**config.mk**
```make
export PLATFORM = sky130hd
export DESIGN_NAME = tty_line_discipline
export DESIGN_NICKNAME = d
export VERILOG_FILES = /design/src/rtl/core/tld_pkg.sv /design/src/rtl/core/tld_store.sv /design/src/rtl/core/tld_seq.sv /design/src/rtl/core/tty_line_discipline.sv
export SDC_FILE = /design/constraint.sdc
export NUM_CORES = 1
export LEC_CHECK = 0
export ABC_CLOCK_PERIOD_IN_PS = 3600
export BUFFER_PORTS_ARGS = -buffer_cell sky130_fd_sc_hd__buf_2
export CAP_MARGIN = 20
export CORE_UTILIZATION = 55
export CTS_CLUSTER_DIAMETER = 200
export DETAILED_ROUTE_END_ITERATION = 12
export PLACE_DENSITY = 0.8
export SLEW_MARGIN = 40
export SYNTH_ARGS = -nofsm -noshare
export SYNTH_HDL_FRONTEND = slang
export SYNTH_HIERARCHICAL = 1
export SYNTH_SLANG_ARGS = --single-unit
```
**constraint.sdc**
```tcl
create_clock -name aclk -period 3.6 [get_ports aclk]
set_input_delay 0.54 -clock aclk [delete_from_list [all_inputs] [get_ports aclk]]
set_output_delay 0.54 -clock aclk [all_outputs]
set_load 0.005 [all_outputs]
```
**src/rtl/core/tld_pkg.sv**
```systemverilog
`timescale 1ns / 1ps

package tld_pkg;

    // Character codes handled by the line discipline.
    localparam logic [7:0] CH_BACKSPACE = 8'h08;
    localparam logic [7:0] CH_NEWLINE   = 8'h0A;
    localparam logic [7:0] CH_INTERRUPT = 8'h03;
    localparam logic [7:0] CH_SPACE     = 8'h20;
    localparam logic [7:0] CH_NONE      = 8'h00;

    // Source of an input byte.
    localparam logic KIND_KEYBOARD = 1'b0;
    localparam logic KIND_PROGRAM  = 1'b1;

    // Destination of a result byte.
    localparam logic DEST_DISPLAY = 1'b0;
    localparam logic DEST_READER  = 1'b1;

    // Configuration register indexes.
    localparam int unsigned CFG_IDX_W = 1;
    localparam logic [CFG_IDX_W-1:0] CFG_ECHO_ENABLE      = 1'd0;
    localparam logic [CFG_IDX_W-1:0] CFG_CANONICAL_ENABLE = 1'd1;

    // Access strobes from the sequencer to the line store.
    typedef struct packed {
        logic wr_en;
        logic rd_en;
    } mem_ctl_t;

endpackage

```
**src/rtl/core/tld_store.sv**
```systemverilog
`timescale 1ns / 1ps

module tld_store #(
    parameter int LINE_DEPTH = 32
) (
    input  logic                            aclk,
    input  tld_pkg::mem_ctl_t               mem_ctl,
    input  logic [$clog2(LINE_DEPTH)-1:0]   wr_addr,
    input  logic [7:0]                      wr_data,
    input  logic [$clog2(LINE_DEPTH)-1:0]   rd_addr,
    output logic [7:0]                      rd_data
);
    import tld_pkg::*;

    logic [7:0] mem [LINE_DEPTH];
    logic [7:0] rd_data_reg;

    // Read data is registered and holds its value while no read is issued.
    always_ff @(posedge aclk) begin
        if (mem_ctl.wr_en) begin
            mem[wr_addr] <= wr_data;
        end
        if (mem_ctl.rd_en) begin
            rd_data_reg <= mem[rd_addr];
        end
    end

    assign rd_data = rd_data_reg;

endmodule

```
**src/rtl/core/tld_seq.sv**
```systemverilog
`timescale 1ns / 1ps

module tld_seq #(
    parameter int LINE_DEPTH = 32
) (
    input  logic                            aclk,
    input  logic                            aresetn,
    input  logic                            echo_enable,
    input  logic                            canonical_enable,
    input  logic                            s_valid,
    output logic                            s_ready,
    input  logic                            s_kind,
    input  logic [7:0]                      s_in_byte,
    output logic                            m_valid,
    input  logic                            m_ready,
    output logic                            m_destination,
    output logic [7:0]                      m_out_byte,
    output logic                            m_last,
    output logic                            m_overflow,
    output tld_pkg::mem_ctl_t               mem_ctl,
    output logic [$clog2(LINE_DEPTH)-1:0]   wr_addr,
    output logic [7:0]                      wr_data,
    output logic [$clog2(LINE_DEPTH)-1:0]   rd_addr,
    input  logic [7:0]                      rd_data
);
    import tld_pkg::*;

    localparam int LEN_W  = $clog2(LINE_DEPTH + 1);
    localparam int ADDR_W = $clog2(LINE_DEPTH);
    localparam logic [LEN_W-1:0] DEPTH_LEN = LEN_W'(LINE_DEPTH);

    typedef enum logic [1:0] {
        S_IDLE,
        S_ECHO,
        S_FLUSH,
        S_FLAG
    } state_t;

    typedef enum logic {
        ECHO_ONE,
        ECHO_ERASE
    } echo_mode_t;

    state_t             state_reg, state_next;
    echo_mode_t         mode_reg, mode_next;
    logic [1:0]         step_reg, step_next;
    logic [LEN_W-1:0]   len_reg, len_next;
    logic [LEN_W-1:0]   flush_cnt_reg, flush_cnt_next;
    logic [LEN_W-1:0]   rd_idx_reg, rd_idx_next;
    logic               pend_reg, pend_next;
    logic               ovf_reg, ovf_next;
    logic [7:0]         byte_reg, byte_next;

    logic               out_valid_reg, out_valid_next;
    logic               out_dest_reg, out_dest_next;
    logic [7:0]         out_byte_reg, out_byte_next;
    logic               out_last_reg, out_last_next;
    logic               out_ovf_reg, out_ovf_next;

    logic               accept;
    logic               slot_free;
    logic               load;
    logic               is_kbd;
    logic               erase;
    logic               len_nz;
    logic               full;
    logic               echo;
    logic               dropped;
    logic               append;
    logic               flush;
    logic [LEN_W-1:0]   new_len;
    logic [LEN_W-1:0]   acc_flush_cnt;
    logic               flag_only;
    logic               echo_final;

    assign s_ready   = (state_reg == S_IDLE);
    assign accept    = s_valid && s_ready;
    assign slot_free = !out_valid_reg || m_ready;

    // Decode of the item at the input, against the current line length.
    always_comb begin
        is_kbd  = (s_kind == KIND_KEYBOARD);
        erase   = is_kbd && canonical_enable && (s_in_byte == CH_BACKSPACE);
        len_nz  = (len_reg != '0);
        full    = (len_reg >= DEPTH_LEN);
        echo    = !is_kbd || (echo_enable && (erase ? len_nz : 1'b1));
        dropped = is_kbd && !erase && full;
        append  = is_kbd && !erase && !full;
        if (erase && len_nz) begin
            new_len = len_reg - LEN_W'(1);
        end else if (append) begin
            new_len = len_reg + LEN_W'(1);
        end else begin
            new_len = len_reg;
        end
        flush = is_kbd && ((s_in_byte == CH_NEWLINE) || (s_in_byte == CH_INTERRUPT)
                || !canonical_enable);
        acc_flush_cnt = flush ? new_len : '0;
        flag_only     = dropped && !echo && (acc_flush_cnt == '0);
    end

    assign echo_final = (mode_reg == ECHO_ONE) || (step_reg == 2'd2);

    always_comb begin
        state_next     = state_reg;
        mode_next      = mode_reg;
        step_next      = step_reg;
        len_next       = len_reg;
        flush_cnt_next = flush_cnt_reg;
        rd_idx_next    = rd_idx_reg;
        pend_next      = pend_reg;
        ovf_next       = ovf_reg;
        byte_next      = byte_reg;

        out_valid_next = out_valid_reg && !m_ready;
        out_dest_next  = out_dest_reg;
        out_byte_next  = out_byte_reg;
        out_last_next  = out_last_reg;
        out_ovf_next   = out_ovf_reg;
        load           = 1'b0;

        mem_ctl.wr_en  = 1'b0;
        mem_ctl.rd_en  = 1'b0;
        wr_addr        = len_reg[ADDR_W-1:0];
        wr_data        = s_in_byte;
        rd_addr        = rd_idx_reg[ADDR_W-1:0];

        unique case (state_reg)
            S_IDLE: begin
                if (accept) begin
                    byte_next      = s_in_byte;
                    mode_next      = erase ? ECHO_ERASE : ECHO_ONE;
                    step_next      = 2'd0;
                    ovf_next       = dropped;
                    flush_cnt_next = acc_flush_cnt;
                    rd_idx_next    = '0;
                    pend_next      = 1'b0;
                    mem_ctl.wr_en  = append;
                    if (is_kbd) begin
                        len_next = flush ? '0 : new_len;
                    end
                    if (echo) begin
                        state_next = S_ECHO;
                    end else if (acc_flush_cnt != '0) begin
                        state_next = S_FLUSH;
                    end else if (flag_only) begin
                        state_next = S_FLAG;
                    end
                end
            end
            S_ECHO: begin
                if (slot_free) begin
                    load          = 1'b1;
                    out_dest_next = DEST_DISPLAY;
                    if (mode_reg == ECHO_ONE) begin
                        out_byte_next = byte_reg;
                    end else if (step_reg == 2'd1) begin
                        out_byte_next = CH_SPACE;
                    end else begin
                        out_byte_next = CH_BACKSPACE;
                    end
                    out_last_next = echo_final && (flush_cnt_reg == '0);
                    out_ovf_next  = ovf_reg;
                    if (echo_final) begin
                        state_next = (flush_cnt_reg != '0) ? S_FLUSH : S_IDLE;
                    end else begin
                        step_next = step_reg + 2'd1;
                    end
                end
            end
            S_FLUSH: begin
                if (!pend_reg) begin
                    // First read of the line; data shows up next cycle.
                    mem_ctl.rd_en = 1'b1;
                    pend_next     = 1'b1;
                    rd_idx_next   = rd_idx_reg + LEN_W'(1);
                end else if (slot_free) begin
                    load          = 1'b1;
                    out_dest_next = DEST_READER;
                    out_byte_next = rd_data;
                    out_last_next = (rd_idx_reg == flush_cnt_reg);
                    out_ovf_next  = ovf_reg;
                    if (rd_idx_reg == flush_cnt_reg) begin
                        pend_next  = 1'b0;
                        state_next = S_IDLE;
                    end else begin
                        mem_ctl.rd_en = 1'b1;
                        rd_idx_next   = rd_idx_reg + LEN_W'(1);
                    end
                end
            end
            S_FLAG: begin
                if (slot_free) begin
                    load          = 1'b1;
                    out_dest_next = DEST_DISPLAY;
                    out_byte_next = CH_NONE;
                    out_last_next = 1'b1;
                    out_ovf_next  = 1'b1;
                    state_next    = S_IDLE;
                end
            end
            default: begin
                state_next = S_IDLE;
            end
        endcase

        if (load) begin
            out_valid_next = 1'b1;
        end
    end

    always_ff @(posedge aclk) begin
        if (!aresetn) begin
            state_reg     <= S_IDLE;
            len_reg       <= '0;
            pend_reg      <= 1'b0;
            out_valid_reg <= 1'b0;
        end else begin
            state_reg     <= state_next;
            len_reg       <= len_next;
            pend_reg      <= pend_next;
            out_valid_reg <= out_valid_next;
        end
        mode_reg      <= mode_next;
        step_reg      <= step_next;
        flush_cnt_reg <= flush_cnt_next;
        rd_idx_reg    <= rd_idx_next;
        ovf_reg       <= ovf_next;
        byte_reg      <= byte_next;
        out_dest_reg  <= out_dest_next;
        out_byte_reg  <= out_byte_next;
        out_last_reg  <= out_last_next;
        out_ovf_reg   <= out_ovf_next;
    end

    assign m_valid       = out_valid_reg;
    assign m_destination = out_dest_reg;
    assign m_out_byte    = out_byte_reg;
    assign m_last        = out_last_reg;
    assign m_overflow    = out_ovf_reg;

    a_len_bound: assert property (@(posedge aclk) disable iff (!aresetn)
        len_reg <= DEPTH_LEN)
        else $error("line length beyond store depth");

    a_no_rw_overlap: assert property (@(posedge aclk) disable iff (!aresetn)
        !(mem_ctl.wr_en && mem_ctl.rd_en))
        else $error("store written and read in the same cycle");

    a_flush_index: assert property (@(posedge aclk) disable iff (!aresetn)
        (state_reg == S_FLUSH && pend_reg) |->
        (rd_idx_reg != '0 && rd_idx_reg <= flush_cnt_reg))
        else $error("flush read index out of range");

    a_last_ends_item: assert property (@(posedge aclk) disable iff (!aresetn)
        (load && out_last_next) |=> (state_reg == S_IDLE))
        else $error("final result issued while the item is still active");

endmodule

```
**src/rtl/core/tty_line_discipline.sv**
```systemverilog
`timescale 1ns / 1ps

// Terminal line discipline. Keyboard bytes (s_kind 0) are echoed to the display
// (m_destination 0) while echo_enable is set; in canonical mode a backspace
// echoes backspace, space, backspace and erases the last stored byte, only when
// the line holds something. Other keyboard bytes are appended to an on-chip line
// store of LINE_DEPTH bytes; a newline or 0x03, or any keyboard byte when
// canonical mode is off, then sends the whole stored line, terminator included,
// to the reader (m_destination 1). A byte that finds the line full is dropped
// and every result of that transaction carries m_overflow; if it causes no other
// result, a single flag-only result with byte 0 is sent. Program-output bytes
// (s_kind 1) go straight to the display. m_last marks the final result of each
// input transaction; some transactions (a backspace on an empty line, or an
// appended byte that starts no flush, with echo off) produce no result at all.
// Sequence: s_ready is high only between items. A program byte is accepted,
// then emitted. A keyboard byte is accepted, then its echoed bytes (1 or 3) are
// emitted, then, for a line flush, the store is read; its read port is
// registered, so the first address is issued before any line byte can be sent,
// and the line then streams one byte per cycle while the output is not stalled.
// A dropped byte that causes neither an echo nor a flush emits its flag-only
// result after the accept. Cycles with m_ready low stall the results. The result
// register lets an item be taken while the previous result waits. Configuration registers
// (index 0 echo_enable, index 1 canonical_enable, both reset to 1) accept writes
// in any cycle and should be written only while the block is idle.

module tty_line_discipline #(
    parameter int LINE_DEPTH = 32
) (
    input  logic                            aclk,
    input  logic                            aresetn,

    input  logic                            cfg_valid,
    output logic                            cfg_ready,
    input  logic [tld_pkg::CFG_IDX_W-1:0]   cfg_index,
    input  logic                            cfg_wdata,

    input  logic                            s_valid,
    output logic                            s_ready,
    input  logic                            s_kind,
    input  logic [7:0]                      s_in_byte,

    output logic                            m_valid,
    input  logic                            m_ready,
    output logic                            m_destination,
    output logic [7:0]                      m_out_byte,
    output logic                            m_last,
    output logic                            m_overflow
);
    import tld_pkg::*;

    localparam int ADDR_W = $clog2(LINE_DEPTH);

    logic               echo_enable_reg;
    logic               canonical_enable_reg;

    mem_ctl_t           mem_ctl;
    logic [ADDR_W-1:0]  wr_addr;
    logic [7:0]         wr_data;
    logic [ADDR_W-1:0]  rd_addr;
    logic [7:0]         rd_data;

    // The configuration channel never stalls; each accepted write goes straight into its register.
    assign cfg_ready = 1'b1;

    always_ff @(posedge aclk) begin
        if (!aresetn) begin
            echo_enable_reg      <= 1'b1;
            canonical_enable_reg <= 1'b1;
        end else if (cfg_valid) begin
            unique case (cfg_index)
                CFG_ECHO_ENABLE:      echo_enable_reg      <= cfg_wdata;
                CFG_CANONICAL_ENABLE: canonical_enable_reg <= cfg_wdata;
                default: begin
                end
            endcase
        end
    end

    // The sequencer decides what each item does, keeps the line length and
    // drives the result register; the store holds the line bytes.
    tld_seq #(
        .LINE_DEPTH(LINE_DEPTH)
    ) u_seq (
        .aclk             (aclk),
        .aresetn          (aresetn),
        .echo_enable      (echo_enable_reg),
        .canonical_enable (canonical_enable_reg),
        .s_valid          (s_valid),
        .s_ready          (s_ready),
        .s_kind           (s_kind),
        .s_in_byte        (s_in_byte),
        .m_valid          (m_valid),
        .m_ready          (m_ready),
        .m_destination    (m_destination),
        .m_out_byte       (m_out_byte),
        .m_last           (m_last),
        .m_overflow       (m_overflow),
        .mem_ctl          (mem_ctl),
        .wr_addr          (wr_addr),
        .wr_data          (wr_data),
        .rd_addr          (rd_addr),
        .rd_data          (rd_data)
    );

    tld_store #(
        .LINE_DEPTH(LINE_DEPTH)
    ) u_store (
        .aclk    (aclk),
        .mem_ctl (mem_ctl),
        .wr_addr (wr_addr),
        .wr_data (wr_data),
        .rd_addr (rd_addr),
        .rd_data (rd_data)
    );

endmodule
```
==> out/results.md <==
| Item | This run | Unit |
| --- | --- | --- |
| Result of the run | complete, no violations | - |
| Final #Nets | 736 | - |
| Number of flip-flops in the largest register | 256 | - |
| Most area-consuming cells after synthesis | sky130_fd_sc_hd__edfxtp_1, sky130_fd_sc_hd__mux4_2, sky130_fd_sc_hd__dfxtp_1 | - |
| Placed cells | 967 | - |
| Class of the most critical setup path | flip-flop to flip-flop | - |
| Longest Clk Path Bufs | 3 | - |
| Area growth syn-to-layout | 10.3 | % |
| CTS tree | built | - |
| Kind of path behind the tightest hold check | input port to flip-flop | - |
| Share of the yosys chip area belonging to registers | 72.2 | % |
| Largest area contributor in the synthesized netlist | sky130_fd_sc_hd__edfxtp_1 | - |
| Total standard cell area after synthesis | 12,800 | sq um |
| Worst ir drop on vdd | 361 | uV |
| Power density over the cells | 537 | nW/um^2 |
| Worst-case hold slack | 290 | ps |
| Post-route setup TNS | 0 | ps |
| Floorplan Core Area | 22,700 | sq um |
| Setup bufs post-CTS | 0 | - |
| GRT Util Overall | 22.8 | % |
| R2r worst-path depth | 6 | - |
| Wire length of the first global-routing pass | 40,000 | um |
| X dimension of the die | 154 | um |
| Clock buffers created by TritonCTS | 30 | - |
| Avg Cell Area, Syn | 18.8 | sq um |
| Critical path data required time | 3770 | ps |
| Max-slew violation total from the final report | 0 | - |
| Wire per inst | 25.7 | um |
| Async set or reset register ratio after synthesis | 0 | % |
| Register clock-pin slew on the reported worst setup and hold paths | 60 | ps |
| Vertical die dimension | 154 | um |
| Cell row count | 55 | - |
| Part of the cycle the worst path needs | 87.3 | % |
| Ratio of routed vias to standard cells | 6.54 | - |
| Sinks on Clock Net | 311 | - |
| Number of antenna violations at the first check in global routing | 1 | - |
| Startpoint of the lowest-slack register-to-register path | u_seq/state_reg[0] | - |
| Setup clock skew after layout | 14.7 | ps |
| Flip-flop and latch count after synthesis | 311 | - |
| Total wire length after detailed routing | 26,200 | um |
| Number of search-and-repair iterations in the first detailed-routing pass | 6 | - |
| Clock Tree Root | sky130_fd_sc_hd__clkbuf_16 | - |
| Slew headroom | 45.9 | % |
| CP Launch Type | flip-flop | - |
| Antenna-violating nets left | 0 | - |
| Share of Yosys cell area claimed by the top area cell type | 70.3 | % |
| Endpoint kind of the worst setup timing path | flip-flop | - |
| Total number of vias | 6,660 | - |
| Resized Gates After CTS | 0 | - |
| Setup repair after global routing missed its margin | false | - |
| Port Buf Inserts | 28 | - |
| Start point of the critical path | u_seq/state_reg[0] | - |
| Largest net degree at the start of global routing | 69 | - |
| Max_cap viols | 0 | - |
| DR iter-0 viols | 648 | - |
| Worst EP arrival | 3310 | ps |
| Top-Level Pins | 30 | - |
| Final setup violation count | 0 | - |
| Area of the die | 23,800 | sq um |
| Reg2Reg Setup Slack | 460 | ps |
| Nets in the synthesized netlist | 703 | - |
| Reg-to-Reg End | u_store/mem[11][0] | - |
| Share of post-route cells with drive strength above 1 | 25.8 | % |
| Top register by number of flip-flops | u_store/mem | - |
| Maximum clock rate | 0.318 | GHz |
| Worst-Margin Slew | 809 | ps |
| Final standard cell count with taps included and fillers excluded | 1,018 | - |
| Inserted Diodes | 0 | - |
| Number of filler instances in the final layout | 1,495 | - |
| EDFF count, synth | 299 | - |
| Crit Path Max Fanout | 11 | - |
| Primary flip-flop cell chosen by synthesis mapping | sky130_fd_sc_hd__edfxtp_1 | - |
| Via count of the first global-routing pass | 6,578 | - |
| Hold Buf Count CTS | 0 | - |
| Number of levels in the clock H-tree | 1 | - |
| Final RePlAce weighted congestion | 0.855 | - |
| Final HPWL from detailed placement | 16,000 | um |
| Fin. Hold Viols | 0 | - |
| Total overflow reported by the global router | 0 | - |
| Static leakage | 4.51 | nW |
| Clock period minus final worst setup slack | 3140 | ps |
| Number of cells produced by synthesis | 681 | - |
| Number of distinct library cells after synthesis | 52 | - |
| Total number of yosys warnings | 6 | - |
| Starting density of the core | 56.3 | % |
| Endpoint of the worst setup timing path | u_store/mem[11][0] | - |
| Clock latency on the worst-skew pair | 540 | ps |
| Drt drc | 0 | - |
metal layers:
layer  global-route usage (%)  vias to the layer above  wire (um)
met5                        0                        -         18
met4                     6.22                        2        713
met3                     3.87                       71       2380
met2                     37.6                      422      12900
met1                     31.8                     3396      10100
li1                         -                     2769          -
layout make-up:
class | count | area [sq um] | share of cell area, %
clock buffers | 37 | 777 | 5.51
clock inverters | 14 | 121 | 0.861
inverters | 9 | 33.8 | 0.240
multi-input cells | 312 | 3240 | 23.0
flip-flops and latches | 311 | 9220 | 65.4
well taps | 285 | 357 | 2.53
repair buffers | 50 | 343 | 2.43
placed cells by master (no fill, tap or decap), types with 3 or more instances in the layout:
master / instances
sky130_fd_sc_hd__nor3_1: 5
sky130_fd_sc_hd__inv_1: 8
sky130_fd_sc_hd__xnor2_1: 5
sky130_fd_sc_hd__mux2_2: 9
sky130_fd_sc_hd__a21boi_0: 4
sky130_fd_sc_hd__clkbuf_16: 30
sky130_fd_sc_hd__nand2b_1: 5
sky130_fd_sc_hd__nor2_2: 4
sky130_fd_sc_hd__a21oi_1: 14
sky130_fd_sc_hd__or3b_2: 4
sky130_fd_sc_hd__a22o_1: 6
sky130_fd_sc_hd__clkbuf_1: 7
sky130_fd_sc_hd__buf_12: 3
sky130_fd_sc_hd__clkinv_2: 3
sky130_fd_sc_hd__nor2_1: 55
sky130_fd_sc_hd__o31ai_1: 3
sky130_fd_sc_hd__buf_4: 19
sky130_fd_sc_hd__mux2i_1: 5
sky130_fd_sc_hd__and2_1: 3
sky130_fd_sc_hd__o21ai_0: 11
sky130_fd_sc_hd__nand2_1: 21
sky130_fd_sc_hd__nand3_1: 12
sky130_fd_sc_hd__nor2b_1: 10
sky130_fd_sc_hd__nor3b_1: 4
sky130_fd_sc_hd__buf_2: 28
sky130_fd_sc_hd__clkinv_1: 9
sky130_fd_sc_hd__dfxtp_1: 12
sky130_fd_sc_hd__xor2_1: 9
sky130_fd_sc_hd__or3_1: 3
sky130_fd_sc_hd__mux4_2: 80
sky130_fd_sc_hd__nand3b_1: 6
sky130_fd_sc_hd__ha_1: 6
sky130_fd_sc_hd__edfxtp_1: 299
sky130_fd_sc_hd__a31oi_1: 3
synth_stat cells, drive strengths merged, types with 8 or more instances:
cell and instances:
a21oi 14, edfxtp 299, nor2b 10, nor2 59
clkbuf 15, mux4 80, mux2 9, xor2 9
buf 34, o21ai 12, dfxtp 12, nand3 13
nand2 21, inv 8
where the power goes:
group	switching (mW)	internal [mW]	leakage [nW]
clock network	1.22	1.66	0.437
registers	0.0441	4.03	2.81
logic	0.325	0.282	1.26
worst max-delay path, stage by stage (launching register included):
cell                      delay [ps]
sky130_fd_sc_hd__dfxtp_1         420
sky130_fd_sc_hd__nor2_1          200
sky130_fd_sc_hd__nand2_1         180
sky130_fd_sc_hd__nor4_1          470
sky130_fd_sc_hd__buf_4           220
sky130_fd_sc_hd__nand3_1         470
sky130_fd_sc_hd__nor2_1          820
through the flow:
stage / setup WS (ps) / util (%) / total power [mW] / area, sq um
final: 458 / 62.0 / 7.56 / 14100
after detailed placement: 343 / 58.0 / 4.75 / 13200
after floorplan: 487 / - / 4.57 / 12800
after global routing: 417 / 62.0 / 7.77 / 14100
after global placement: 424 / 58.0 / 4.72 / 13200
after CTS: 617 / 62.0 / 7.60 / 14100
cells by family (layout without fill, tap and decap cells):
group / Yosys count / after routing / share of synthesized area, %
mux: 94 / 94 / 15.3
buf+inv: 58 / 110 / 2.58
simple gates: 145 / 145 / 5.75
flops: 311 / 311 / 72.2
fa+ha+maj: 6 / 6 / 0.588
xor+xnor: 14 / 14 / 0.960
compound gates: 52 / 52 / 2.66
other cells: 1 / 1 / 0.0293
worst min-delay path by stage:
stage	from	slack (ps)	endpoint	cells after the start
finish	cfg_wdata	290	echo_enable_reg	3
CTS	cfg_wdata	280	echo_enable_reg	3
global route	aresetn	320	canonical_enable_reg	2
global placement	u_seq/pend_reg	500	u_seq/pend_reg	2
floorplan	echo_enable_reg	480	echo_enable_reg	2
detailed placement	u_seq/pend_reg	510	u_seq/pend_reg	2
Power figures use the tool's default switching activity.
